## src/dtnp_pkg.sv

```systemverilog
`timescale 1ns / 1ps
package dtnp_pkg;

  localparam int MANT_W    = 64;
  localparam int MANT_XW   = MANT_W + 4;
  localparam int FRAC_W    = 9;
  localparam int EXP_W     = 9;
  localparam int EXP_XW    = EXP_W + 4;
  localparam int DEC_EXP_W = 11;
  localparam int CH_W      = 8;
  localparam int IN_DATA_W = 8;
  localparam int OUT_DATA_W = 80;

  localparam int DEF_MAX_EXPONENT = 308;

  localparam logic [FRAC_W-1:0] FRAC_MAX = {FRAC_W{1'b1}};

  localparam logic [2:0] PH_WS      = 3'd0;
  localparam logic [2:0] PH_INT     = 3'd1;
  localparam logic [2:0] PH_FRAC    = 3'd2;
  localparam logic [2:0] PH_EXPSIGN = 3'd3;
  localparam logic [2:0] PH_EXPDIG  = 3'd4;
  localparam logic [2:0] PH_DONE    = 3'd5;

  localparam logic [CH_W-1:0] CH_SPACE = 8'h20;
  localparam logic [CH_W-1:0] CH_TAB   = 8'h09;
  localparam logic [CH_W-1:0] CH_MINUS = 8'h2D;
  localparam logic [CH_W-1:0] CH_PLUS  = 8'h2B;
  localparam logic [CH_W-1:0] CH_DOT   = 8'h2E;
  localparam logic [CH_W-1:0] CH_LO_E  = 8'h65;
  localparam logic [CH_W-1:0] CH_UP_E  = 8'h45;
  localparam logic [CH_W-1:0] CH_ZERO  = 8'h30;
  localparam logic [CH_W-1:0] CH_NINE  = 8'h39;

  typedef struct packed {
    logic [2:0]        phase;
    logic              neg;
    logic [MANT_W-1:0] mant;
    logic              mant_sat;
    logic [FRAC_W-1:0] frac_cnt;
    logic              exp_neg;
    logic [EXP_W-1:0]  exp_mag;
  } dtnp_state_t;

  localparam dtnp_state_t STATE_RST = '{
    phase:    PH_WS,
    neg:      1'b0,
    mant:     '0,
    mant_sat: 1'b0,
    frac_cnt: '0,
    exp_neg:  1'b0,
    exp_mag:  '0
  };

endpackage

```

## src/dtnp_step.sv

```systemverilog
`timescale 1ns / 1ps
module dtnp_step #(
  parameter int MAX_EXPONENT = dtnp_pkg::DEF_MAX_EXPONENT
) (
  input  dtnp_pkg::dtnp_state_t        cur,
  input  logic [dtnp_pkg::CH_W-1:0]    ch,
  output dtnp_pkg::dtnp_state_t        parsed
);

  localparam logic [dtnp_pkg::EXP_XW-1:0] EXP_LIMIT = dtnp_pkg::EXP_XW'(MAX_EXPONENT);
  localparam logic [dtnp_pkg::EXP_W-1:0]  EXP_CLAMP = dtnp_pkg::EXP_W'(MAX_EXPONENT);

  logic                            is_dig;
  logic                            is_e;
  logic [3:0]                      dval;
  logic [dtnp_pkg::MANT_XW-1:0]    mant_x;
  logic [dtnp_pkg::MANT_XW-1:0]    mant_sum;
  logic [dtnp_pkg::MANT_W-1:0]     mant_nxt;
  logic                            sat_nxt;
  logic [dtnp_pkg::EXP_XW-1:0]     exp_x;
  logic [dtnp_pkg::EXP_XW-1:0]     exp_sum;
  logic [dtnp_pkg::EXP_W-1:0]      exp_nxt;
  logic [dtnp_pkg::FRAC_W-1:0]     frac_nxt;

  assign is_dig = (ch >= dtnp_pkg::CH_ZERO) && (ch <= dtnp_pkg::CH_NINE);
  assign is_e   = (ch == dtnp_pkg::CH_LO_E) || (ch == dtnp_pkg::CH_UP_E);
  assign dval   = ch[3:0];

  // x10 + d as shift-add; any carry into the top nibble is an overflow
  assign mant_x   = {4'b0, cur.mant};
  assign mant_sum = (mant_x << 3) + (mant_x << 1) + {{(dtnp_pkg::MANT_XW-4){1'b0}}, dval};

  always_comb begin
    if (cur.mant_sat) begin
      mant_nxt = cur.mant;
      sat_nxt  = 1'b1;
    end else if (mant_sum[dtnp_pkg::MANT_XW-1:dtnp_pkg::MANT_W] != 4'b0) begin
      mant_nxt = {dtnp_pkg::MANT_W{1'b1}};
      sat_nxt  = 1'b1;
    end else begin
      mant_nxt = mant_sum[dtnp_pkg::MANT_W-1:0];
      sat_nxt  = 1'b0;
    end
  end

  assign exp_x   = {4'b0, cur.exp_mag};
  assign exp_sum = (exp_x << 3) + (exp_x << 1) + {{(dtnp_pkg::EXP_XW-4){1'b0}}, dval};
  assign exp_nxt = (exp_sum > EXP_LIMIT) ? EXP_CLAMP : exp_sum[dtnp_pkg::EXP_W-1:0];

  assign frac_nxt = (cur.frac_cnt < dtnp_pkg::FRAC_MAX) ?
                    cur.frac_cnt + dtnp_pkg::FRAC_W'(1) : cur.frac_cnt;

  always_comb begin
    parsed = cur;
    unique case (cur.phase)
      dtnp_pkg::PH_WS: begin
        if ((ch == dtnp_pkg::CH_SPACE) || (ch == dtnp_pkg::CH_TAB)) begin
          parsed.phase = dtnp_pkg::PH_WS;
        end else if (ch == dtnp_pkg::CH_MINUS) begin
          parsed.neg   = 1'b1;
          parsed.phase = dtnp_pkg::PH_INT;
        end else if (ch == dtnp_pkg::CH_PLUS) begin
          parsed.phase = dtnp_pkg::PH_INT;
        end else if (is_dig) begin
          parsed.mant     = mant_nxt;
          parsed.mant_sat = sat_nxt;
          parsed.phase    = dtnp_pkg::PH_INT;
        end else if (ch == dtnp_pkg::CH_DOT) begin
          parsed.phase = dtnp_pkg::PH_FRAC;
        end else if (is_e) begin
          parsed.phase = dtnp_pkg::PH_EXPSIGN;
        end else begin
          parsed.phase = dtnp_pkg::PH_DONE;
        end
      end
      dtnp_pkg::PH_INT: begin
        if (is_dig) begin
          parsed.mant     = mant_nxt;
          parsed.mant_sat = sat_nxt;
        end else if (ch == dtnp_pkg::CH_DOT) begin
          parsed.phase = dtnp_pkg::PH_FRAC;
        end else if (is_e) begin
          parsed.phase = dtnp_pkg::PH_EXPSIGN;
        end else begin
          parsed.phase = dtnp_pkg::PH_DONE;
        end
      end
      dtnp_pkg::PH_FRAC: begin
        if (is_dig) begin
          parsed.mant     = mant_nxt;
          parsed.mant_sat = sat_nxt;
          parsed.frac_cnt = frac_nxt;
        end else if (is_e) begin
          parsed.phase = dtnp_pkg::PH_EXPSIGN;
        end else begin
          parsed.phase = dtnp_pkg::PH_DONE;
        end
      end
      dtnp_pkg::PH_EXPSIGN: begin
        if (ch == dtnp_pkg::CH_MINUS) begin
          parsed.exp_neg = 1'b1;
          parsed.phase   = dtnp_pkg::PH_EXPDIG;
        end else if (ch == dtnp_pkg::CH_PLUS) begin
          parsed.phase = dtnp_pkg::PH_EXPDIG;
        end else if (is_dig) begin
          parsed.exp_mag = exp_nxt;
          parsed.phase   = dtnp_pkg::PH_EXPDIG;
        end else begin
          parsed.phase = dtnp_pkg::PH_DONE;
        end
      end
      dtnp_pkg::PH_EXPDIG: begin
        if (is_dig) begin
          parsed.exp_mag = exp_nxt;
        end else begin
          parsed.phase = dtnp_pkg::PH_DONE;
        end
      end
      default: begin
        parsed.phase = dtnp_pkg::PH_DONE;
      end
    endcase
  end

endmodule

```

## src/decimal_text_to_number_parser.sv

```systemverilog
`timescale 1ns / 1ps
// Channel   Direction  Payload
// in_*      input      tdata[7:0] ch, tlast = last character of the text
// out_*     output     tdata[0] negative, [64:1] mantissa, [65] mantissa_saturated,
//                      [76:66] dec_exponent, [79:77] zero
//
// One character per cycle unless a last character waits on a stalled result register.
// Path: input register, combinational parse step (x10 add on mantissa), result register.
// rst_n is synchronous, active low; it empties both registers and clears the parse state.
// A stalled result only holds the input register when it carries a last character.
module decimal_text_to_number_parser #(
  parameter int MAX_EXPONENT = dtnp_pkg::DEF_MAX_EXPONENT
) (
  input  logic                              clk,
  input  logic                              rst_n,
  input  logic                              in_tvalid,
  output logic                              in_tready,
  input  logic [dtnp_pkg::IN_DATA_W-1:0]    in_tdata,   // [7:0] ch
  input  logic                              in_tlast,
  output logic                              out_tvalid,
  input  logic                              out_tready,
  output logic [dtnp_pkg::OUT_DATA_W-1:0]   out_tdata   // negative, mantissa,
                                                        // mantissa_saturated, dec_exponent
);

  logic                                 s1_valid_r;
  logic [dtnp_pkg::CH_W-1:0]            s1_ch_r;
  logic                                 s1_last_r;
  dtnp_pkg::dtnp_state_t                state_r;
  dtnp_pkg::dtnp_state_t                state_nxt;
  dtnp_pkg::dtnp_state_t                parsed;
  logic                                 out_valid_r;
  logic [dtnp_pkg::OUT_DATA_W-1:0]      out_data_r;
  logic [dtnp_pkg::OUT_DATA_W-1:0]      out_data_nxt;
  logic                                 out_free;
  logic                                 s1_adv;
  logic                                 in_acc;
  logic signed [dtnp_pkg::DEC_EXP_W-1:0] exp_signed;
  logic signed [dtnp_pkg::DEC_EXP_W-1:0] dec_exp;

  dtnp_step #(
    .MAX_EXPONENT(MAX_EXPONENT)
  ) u_step (
    .cur    (state_r),
    .ch     (s1_ch_r),
    .parsed (parsed)
  );

  assign out_free  = !out_valid_r || out_tready;
  assign s1_adv    = s1_valid_r && (!s1_last_r || out_free);
  assign in_tready = !s1_valid_r || s1_adv;
  assign in_acc    = in_tvalid && in_tready;

  assign state_nxt = s1_last_r ? dtnp_pkg::STATE_RST : parsed;

  assign exp_signed = parsed.exp_neg ?
                      -$signed({2'b00, parsed.exp_mag}) : $signed({2'b00, parsed.exp_mag});
  assign dec_exp    = exp_signed - $signed({2'b00, parsed.frac_cnt});

  assign out_data_nxt = {3'b000, dec_exp, parsed.mant_sat, parsed.mant, parsed.neg};

  always_ff @(posedge clk) begin
    if (!rst_n) begin
      s1_valid_r  <= 1'b0;
      out_valid_r <= 1'b0;
      state_r     <= dtnp_pkg::STATE_RST;
    end else begin
      if (in_acc) begin
        s1_valid_r <= 1'b1;
      end else if (s1_adv) begin
        s1_valid_r <= 1'b0;
      end
      if (s1_adv) begin
        state_r <= state_nxt;
      end
      if (s1_adv && s1_last_r) begin
        out_valid_r <= 1'b1;
      end else if (out_tready) begin
        out_valid_r <= 1'b0;
      end
    end
  end

  always_ff @(posedge clk) begin
    if (in_acc) begin
      s1_ch_r   <= in_tdata[dtnp_pkg::CH_W-1:0];
      s1_last_r <= in_tlast;
    end
    if (s1_adv && s1_last_r) begin
      out_data_r <= out_data_nxt;
    end
  end

  assign out_tvalid = out_valid_r;
  assign out_tdata  = out_data_r;

endmodule

```

## config.mk

```make
export PLATFORM = sky130hd
export DESIGN_NAME = decimal_text_to_number_parser
export DESIGN_NICKNAME = d
export VERILOG_FILES = /design/src/dtnp_pkg.sv /design/src/dtnp_step.sv /design/src/decimal_text_to_number_parser.sv
export SDC_FILE = /design/constraint.sdc
export NUM_CORES = 1
export LEC_CHECK = 0
export BUFFER_PORTS_ARGS = -buffer_cell sky130_fd_sc_hd__buf_2
export CORE_UTILIZATION = 37
export CTS_BUF_LIST = sky130_fd_sc_hd__clkbuf_4 sky130_fd_sc_hd__clkbuf_8 sky130_fd_sc_hd__clkbuf_16
export CTS_CLUSTER_SIZE = 16
export DETAILED_ROUTE_END_ITERATION = 10
export PLACE_DENSITY_LB_ADDON = 0.1
export REMOVE_ABC_BUFFERS = 1
export SYNTH_ARGS = -nofsm -noshare
export SYNTH_HDL_FRONTEND = slang
export SYNTH_SLANG_ARGS = --single-unit
```

## constraint.sdc

```tcl
create_clock -name clk -period 7.75 [get_ports clk]
set_input_delay 0.775 -clock clk [delete_from_list [all_inputs] [get_ports clk]]
set_output_delay 0.775 -clock clk [all_outputs]
set_load 0.02 [all_outputs]
```

==> results of run 1 <==
## layout make-up
cell class | instances | share of cell area (%)
multi-input cells | 1258 | 57.87
flip-flops and latches | 176 | 29.47
well taps | 461 | 3.878
repair buffers | 106 | 3.819
clock buffers | 19 | 3.003
clock inverters | 13 | 1.178
inverters | 31 | 0.7822
## registers in the layout, indices dropped and copies added (netlist names)
name	count
out_tdata	77
s1_last_r	1
s1_ch_r	8
state_r	88
out_tvalid	1
s1_valid_r	1
## cells by family after synthesis
kind of cell / Yosys count / share of synthesized area, %
xor+xnor: 84 / 5.477
buf+inv: 112 / 3.521
flops: 176 / 32.64
simple gates: 437 / 15.41
other cells: 1 / 0.02792
mux: 2 / 0.1490
compound gates: 572 / 27.60
fa+ha+maj: 160 / 15.18
## report_power, final
| part | internal, mW | switching, mW | total (mW) |
|---|---|---|---|
| logic | 0.0276 | 0.0764 | 0.104 |
| clock network | 0.528 | 0.425 | 0.953 |
| registers | 0.982 | 0.00907 | 0.991 |
| total | 1.54 | 0.510 | 2.05 |
## cell usage after synthesis, types with 34 or more instances
cell type	number
o21ai_0	111
xnor2_1	45
edfxtp_1	86
clkbuf_1	47
nand2_1	137
a21oi_1	176
xor2_1	39
ha_1	155
nand3_1	34
a21o_1	79
dfxtp_1	90
nor2_1	120
## path summary, 6_finish.rpt
check	startpoint	end	cells past startpoint
max reg2reg	s1_ch_r[3]	out_tdata[76]	23
min	in_tdata[5]	s1_ch_r[5]	1
min reg2reg	state_r[9]	state_r[9]	2
max	s1_ch_r[3]	out_tdata[76]	23
## critical path, stage by stage (launching register included)
cell and delay, ns:
edfxtp_1 0.53, fa_1 0.54, ha_1 0.30, a211o_1 0.29, a21oi_1 0.18, o311ai_0 0.19
a211oi_1 0.33, o221ai_1 0.26, nor2_1 0.34, a22oi_1 0.19, ha_1 0.32, nor2_1 0.11
a21oi_1 0.10, fa_1 0.51, a21o_1 0.18, a21oi_1 0.21, o21ai_0 0.11, a21oi_1 0.24
o21bai_1 0.09, a21oi_1 0.22, o21bai_1 0.14, a2111oi_0 0.42, mux2i_1 0.13, o211ai_1 0.11
## layer usage
metal	share of wire [%]	up-vias	GRT usage (%)	routed length (µm)
li1	-	5873	-	-
met1	48	5601	29.65	19240
met2	46	251	35.10	18140
met3	3.6	55	3.219	1441
met4	2.4	0	7.632	971
met5	0	-	0	0
## per-stage QoR
step,util [%],instance area (µm²),setup WS (ns)
after floorplan,-,13080,2.238
after global routing,41.72,14880,0.8557
final,41.72,14880,1.540
after global placement,39.98,14250,1.795
after CTS,41.72,14880,1.520
after detailed placement,39.98,14250,1.562
==> results.yml, run 1 <==
run_status:
  outcome: "finished, violations left"
  violations: "design-rule violations"
placed_design:
  dp_hpwl_um: 29520
  gp_congestion: 0.8922
  place_inst: 2032
  io_buffers: 91
cells_and_area:
  layout.nets: 1763
  fin_cells: 2064
  multi_input_area_mm2: 0.008608
  diodes: 0
  fill_cells: 3585
  regArea_mm2: 0.004384
  synthToLayoutAreaGrowth_pct: 10.74
  drive_gt1_share_pct: 10.36
  final_cell_mix: "a21oi_1 (176), ha_1 (155), nand2_1 (136), nor2_1 (119), o21ai_0 (111)"
  mostFrequentLayoutCell: "a21oi_1"
worst_setup_path:
  worstPathRequired_ns: 8.05
  critPathLaunchType: "flop"
  end_kind: "flop"
  path_class: "reg2reg"
  worst-endpoint-arrival_ns: 6.52
  cp_max_fo: 8
  regToRegSetupSlack_ns: 1.54
synthesis:
  syn_area_per_cell_um2: 8.700
  synth_edf_count: 86
  syn_area_mm2: 0.01343
  synthCells: 1544
  synth.top_cell.area_share_pct: 19.23
  ys_seq_elements: 176
  async_flop_share_pct: 0
  synth_area_leader_cell: "edfxtp_1"
  synthFlopType: "dfxtp_1"
  yosys_warnings: 0
  synth-seq-area-share_pct: 32.64
  synth.area.top_cells: "edfxtp_1 (19%), ha_1 (14%), dfxtp_1 (13%), a21oi_1 (6.6%), a21o_1 (4.4%)"
  synth_cell_types: 78
clock_tree:
  cts_buffers: 17
  post_cts_resized: 0
  cts_hold_buf: 0
  clk_pin_slew_worst_paths_ns: 0.08
  post-cts-setup-buffer-count: 0
  clock-sinks: 176
  clk_latency_ns: 0.46
  cts_buffer_depth: 2
  cts-htree-levels: 4
  clock-root-buffer: "clkbuf_16"
  cts_tree: "yes"
sta:
  rsz0062_at_grt: "no"
  timing.final.crit_share_pct: 80.13
  post-route-min-period_ns: 6.210
  holdWs_ns: 0.4958
  slew_violations: 0
  finalSetupTns_ns: 0
  setup-violations-final: 0
  worst_pin_slew_ns: 1.143
  fmax_mhz: 161.0
  relSlewSlack_pct: 23.79
  hold_viol_final: 0
  clock_skew_ns: 0.01650
detailed_routing:
  vias: 11780
  avgRoutedWirePerCell_um: 19.28
  drtAntennaViolNets: 0
  finalWirelength_um: 39790
  drt_pre_antenna_iters: 8
  via_per_inst: 5.707
  drc_errors: 8
  drtIter0Drc: 722
pwr:
  leakagePower_nw: 6.793
  p_per_area_mw_per_mm2: 137.7
  p_total_mw: 2.048
  ir_drop_mv: 0.1468
hold_path:
  hold_class: "in2reg"
die:
  die_w_um: 192.5
  die-height_um: 192.5
  rows: 69
  io_pins: 95
  start_util_pct: 37.67
  die-area_mm2: 0.03707
  coreArea_mm2: 0.03566
global_routing:
  grt_first_pass_wirelength_um: 62530
  grt_max_degree: 82
  antenna_found_initial: 0
  grt_util_all_layers_pct: 21.84
  overflow: 0
  grt_pass1_vias: 11310
run:
  max_cap_viol_count: 0
(Power assumes the default switching activity.)
==> inputs of run 2 (changes only) <==
==> constraint.sdc (replaced) <==
create_clock -name clk -period 5.18 [get_ports clk]
set_input_delay 0.518 -clock clk [delete_from_list [all_inputs] [get_ports clk]]
set_output_delay 0.518 -clock clk [all_outputs]
set_load 0.02 [all_outputs]
==> results.yml, run 2 (synthesis results as in run 1) <==
hold_path:
  hold_path_startpoint: "in_tdata[4]"
  whs_path_depth: 1
  hold_class: "in2reg"
  hold_end: "s1_ch_r[4]"
worst_setup_path:
  cp_max_fo: 3
  rr_endpoint: "out_tdata[76]"
  worst-r2r-cell-count: 24
  path_class: "reg2reg"
  regToRegSetupSlack_ns: 0.12
  r2r_start: "s1_ch_r[3]"
  end_kind: "flop"
  critPathLaunchType: "flop"
  worst-endpoint-arrival_ns: 5.37
  worstPathRequired_ns: 5.49
die:
  die-height_um: 192.5
  die-area_mm2: 0.03707
  start_util_pct: 37.67
  rows: 69
  coreArea_mm2: 0.03566
  io_pins: 95
  die_w_um: 192.5
detailed_routing:
  drc_errors: 7
  avgRoutedWirePerCell_um: 18.86
  finalWirelength_um: 40540
  vias: 12030
  drtAntennaViolNets: 0
  via_per_inst: 5.599
  drt_pre_antenna_iters: 8
  drtIter0Drc: 713
global_routing:
  grt_pass1_vias: 11580
  overflow: 0
  grt_max_degree: 43
  grt_util_all_layers_pct: 22.16
  grt_first_pass_wirelength_um: 63550
  antenna_found_initial: 0
sta:
  worst_pin_slew_ns: 1.043
  slew_violations: 0
  hold_viol_final: 0
  timing.final.crit_share_pct: 97.73
  relSlewSlack_pct: 30.50
  post-route-min-period_ns: 5.063
  rsz0062_at_grt: "yes"
  timing.final.ws_setup_ns: 0.1175
  clock_skew_ns: 0.01510
  setup-violations-final: 0
  fmax_mhz: 197.5
run_status:
  outcome: "finished, violations left"
  violations: "design-rule violations"
pwr:
  leakagePower_nw: 7.260
  seqPwrFrac_pct: 48.5
  p_comb_share_pct: 5.7
  switchingPower_mw: 0.7570
  p_per_area_mw_per_mm2: 194.8
  ir_drop_mv: 0.2431
  clockPowerShare_pct: 45.8
  switching_share_pct: 24.79
  p_int_mw: 2.297
cells_and_area:
  layout.nets: 1848
  drive_gt1_share_pct: 16.41
  largest_reg_flops: 88
  diodes: 0
  final_cell_mix: "a21oi_1 (170), ha_1 (155), nand2_1 (136), nor2_1 (117), o21ai_0 (106)"
  mostFrequentLayoutCell: "a21oi_1"
  top_register: "state_r"
  synthToLayoutAreaGrowth_pct: 16.73
  final_area_mm2: 0.01568
clock_tree:
  cts_tree: "yes"
  cts_hold_buf: 0
  cts_buffer_depth: 2
  clock-sinks: 176
  clock-root-buffer: "clkbuf_16"
  clk_pin_slew_worst_paths_ns: 0.08
  cts_buffers: 17
  clk_latency_ns: 0.46
  cts-htree-levels: 4
placed_design:
  io_buffers: 91
  postPlaceCellArea_mm2: 0.01480
  pre_cts_slack_ns: -0.5903
  gp_congestion: 0.8776
  dp_hpwl_um: 30790
run:
  max_cap_viol_count: 0
==> run 2: cell types whose count changed in the layout (fill, tap and decap cells not counted), moves of 3 or more <==
| cell | change |
|---|---|
| buf_4 | +81 |
| a21oi_1 | -6 |
| a21oi_2 | +6 |
| o21ai_1 | +6 |
| o21ai_0 | -5 |
| buf_12 | +3 |
==> run 2: cell type report <==
type                    count  area [µm²]
well taps                 461       576.8
repair buffers            191        1247
multi-input cells        1258        8743
clock inverters            14       178.9
inverters                  31       116.4
clock buffers              18       432.9
fillers                  3531       19980
flip-flops and latches    176        4384
==> run 2: power groups by stage <==
stage,sequential (mW),combinational [mW],clock [mW]
6_report,1.48,0.175,1.40
5_1_grt,1.48,0.191,1.48
4_1_cts,1.48,0.174,1.44
3_5_place_dp,1.51,0.170,0
3_3_place_gp,1.51,0.170,0
2_1_floorplan,1.52,0.0804,0
==> run 2: repair_timing <==
item / CTS / global route
gates resized for setup: 14 / 24
pin swaps: 6 / 12
setup buffers: 7 / 7
endpoints found under the setup margin: 4 / 80
==> run 2: worst max path at each step <==
stage / start / endpoint / slack, ns / depth (start not counted)
3_5_place_dp: s1_ch_r[3] / out_tdata[76] / -0.59 / 23
2_1_floorplan: s1_ch_r[3] / out_tdata[28] / -0.33 / 12
4_1_cts: s1_ch_r[3] / out_tdata[53] / -0.02 / 16
6_report: s1_ch_r[3] / out_tdata[76] / 0.12 / 24
3_3_place_gp: s1_ch_r[3] / out_tdata[76] / -0.34 / 23
5_1_grt: s1_ch_r[3] / out_tdata[76] / -0.16 / 23
==> run 2: routing by layer <==
| layer | global-route usage (%) | vias to the layer above | part of all wire, % |
|---|---|---|---|
| li1 | - | 6052 | - |
| met1 | 30.06 | 5666 | 47 |
| met2 | 35.68 | 260 | 46 |
| met3 | 4.255 | 54 | 4.7 |
| met4 | 6.087 | 0 | 2.0 |
| met5 | 0 | - | 0 |
==> run 2: metrics by stage <==
step	hold slack (ns)	std cells	util, %	power, mW	setup TNS [ns]
final	0.2391	2149	43.98	3.054	0
after detailed placement	0.4995	2104	41.52	1.683	-1.352
after global routing	0.2173	2149	43.98	3.157	-0.2688
after global placement	0.4923	2104	41.52	1.682	-0.6324
after floorplan	0.4727	1465	-	1.604	-10.67
after CTS	0.2178	2143	43.50	3.091	-0.07412
==> run 2: critical path: stages (launching register included) <==
cell,delay (ns)
edfxtp_1,0.41
fa_1,0.47
ha_1,0.30
a211o_1,0.30
a21oi_2,0.22
buf_4,0.14
a21oi_1,0.09
and3_1,0.20
o221ai_2,0.23
nor2_2,0.10
a22oi_2,0.17
ha_1,0.27
nor2_2,0.12
a21oi_2,0.06
fa_2,0.38
a21o_1,0.17
a21oi_2,0.16
o21ai_1,0.09
a21oi_2,0.14
o21bai_1,0.10
a21oi_2,0.18
o21bai_2,0.11
a2111oi_2,0.29
mux2i_1,0.12
o211ai_1,0.10
==> inputs of run 3 (changes only) <==
==> constraint.sdc (replaced) <==
create_clock -name clk -period 5.18 [get_ports clk]
set_input_delay 1.554 -clock clk [delete_from_list [all_inputs] [get_ports clk]]
set_output_delay 1.554 -clock clk [all_outputs]
set_load 0.02 [all_outputs]
==> results.yml, run 3 (synthesis results as in run 1) <==
run_status:
  outcome: "finished, violations left"
  violations: "design-rule violations, negative setup slack"
run:
  max_cap_viol_count: 0
detailed_routing:
  drtAntennaViolNets: 0
  finalWirelength_um: 40710
  via_per_inst: 5.626
  drtIter0Drc: 680
  avgRoutedWirePerCell_um: 18.97
  vias: 12070
  drt_pre_antenna_iters: 9
  drc_errors: 7
global_routing:
  antenna_found_initial: 0
  grt_first_pass_wirelength_um: 64070
  grt_pass1_vias: 11640
  overflow: 0
  grt_util_all_layers_pct: 22.46
  grt_max_degree: 58
worst_setup_path:
  regToRegSetupSlack_ns: -0.1
  crit_chain: "fa_1, ha_1, a211o_1, a2111o_1, o311ai_4, a211oi_4, buf_4, o221ai_4, nor2_4, a22oi_2, ha_1, nor2_2, a21oi_2, fa_2, a21o_1, a21oi_2, o21ai_2, a21oi_2, o21bai_1, a21oi_2, o21bai_2, a2111oi_2, mux2i_1, o211ai_1"
  worst-endpoint-arrival_ns: 5.58
  end_kind: "flop"
  worstPathRequired_ns: 5.48
  critPathLaunchType: "flop"
  critPathMaxStageDelay_ns: 0.47
  cp_max_fo: 3
  path_class: "reg2reg"
  slowest_stage: "fa_1"
  crit_top_cell: "a21oi_2"
clock_tree:
  cts_buffers: 17
  cts_buffer_depth: 2
  clock-root-buffer: "clkbuf_16"
  clk_latency_ns: 0.46
  cts_tree: "yes"
  cts_hold_buf: 0
  clock-sinks: 176
  cts-htree-levels: 4
  clk_pin_slew_worst_paths_ns: 0.07
pwr:
  ir_drop_mv: 0.2367
  switching_share_pct: 26.09
  clockPowerShare_pct: 43.3
  leakagePower_nw: 7.197
  switchingPower_mw: 0.7613
  p_comb_share_pct: 5.9
  p_per_area_mw_per_mm2: 186.8
  seqPwrFrac_pct: 50.8
  p_int_mw: 2.157
die:
  die-area_mm2: 0.03707
  coreArea_mm2: 0.03566
  die_w_um: 192.5
  start_util_pct: 37.67
  rows: 69
  io_pins: 95
  die-height_um: 192.5
cells_and_area:
  diodes: 0
  fill_cells: 3551
  layout.nets: 1845
  top_register: "state_r"
  mostFrequentLayoutCell: "a21oi_1"
  synthToLayoutAreaGrowth_pct: 16.28
  drive_gt1_share_pct: 16.32
  fin_cells: 2146
  regArea_mm2: 0.004384
  final_cell_mix: "a21oi_1 (169), ha_1 (155), nand2_1 (136), nor2_1 (116), o21ai_0 (106)"
  largest_reg_flops: 88
  multi_input_area_mm2: 0.008782
sta:
  worst_pin_slew_ns: 0.9253
  fmax_mhz: 189.5
  post-route-min-period_ns: 5.277
  timing.final.ws_setup_ns: -0.09696
  relSlewSlack_pct: 38.03
  hold_viol_final: 0
  slew_violations: 0
  clock_skew_ns: 0.01209
  holdWs_ns: 0.5136
  setup-violations-final: 1
  timing.final.crit_share_pct: 101.9
  rsz0062_at_grt: "yes"
placed_design:
  dp_hpwl_um: 30410
  gp_congestion: 0.8864
  io_buffers: 91
  pre_cts_slack_ns: -0.4479
  place_inst: 2097
hold_path:
  hold_class: "reg2reg"
run 3: cell type report:
cell class                 instances  share of cell area [%]
sequential                       176                   28.07
inverter                          31                  0.7450
tap                              461                   3.693
multi-input combinational       1258                   56.22
clock buffer                      19                   2.820
clock inverter                    13                  0.6649
timing repair buffer             188                   7.786
run 3: path summary, 6_finish.rpt:
path               start       endpoint  cells past startpoint
min          state_r[35]    state_r[35]                      2
max reg2reg   s1_ch_r[3]  out_tdata[76]                     24
max           s1_ch_r[3]  out_tdata[76]                     24
min reg2reg  state_r[35]    state_r[35]                      2
run 3: per-stage QoR:
step           area (µm²)  utilization [%]  power [mW]  setup TNS (ns)
3_3_place_gp        14760            41.40       1.683         -0.6715
6_report            15620            43.81       2.918        -0.09696
2_1_floorplan       13080                -       1.604          -10.67
3_5_place_dp        14760            41.40       1.683          -1.092
4_1_cts             15420            43.24       2.958        -0.05233
5_1_grt             15620            43.81       3.022         -0.8267
run 3: critical path: cells and delay by family (launching register included):
| family | cells | cell delay, ns |
|---|---|---|
| and+or+nand+nor | 2 | 0.16 |
| AOI/OAI and AO/OA | 16 | 2.85 |
| DFF | 1 | 0.41 |
| buffers and inverters | 1 | 0.16 |
| muxes | 1 | 0.11 |
| adders and majority gates | 4 | 1.44 |
run 3: metal layers:
layer  wire, µm  track usage [%]  vias to the layer above
met4        831            6.844                        0
met3       1433            3.073                       52
met2      18700            36.41                      255
li1           -                -                     6031
met5          0                0                        -
met1      19750            30.78                     5735
run 3: timing repair:
item                                    in CTS  in global routing
buffers inserted                            10                  9
resized for setup                           12                 33
hold endpoints to repair                     0                  0
pin swaps                                   10                 32
endpoints found under the setup margin       4                  5
run 3: power groups by stage:
| stage | Combinational [mW] | Clock (mW) | Sequential (mW) |
|---|---|---|---|
| floorplan | 0.0804 | 0 | 1.52 |
| global placement | 0.168 | 0 | 1.51 |
| detailed placement | 0.169 | 0 | 1.51 |
| CTS | 0.171 | 1.30 | 1.48 |
| global route | 0.189 | 1.35 | 1.48 |
| finish | 0.173 | 1.26 | 1.48 |
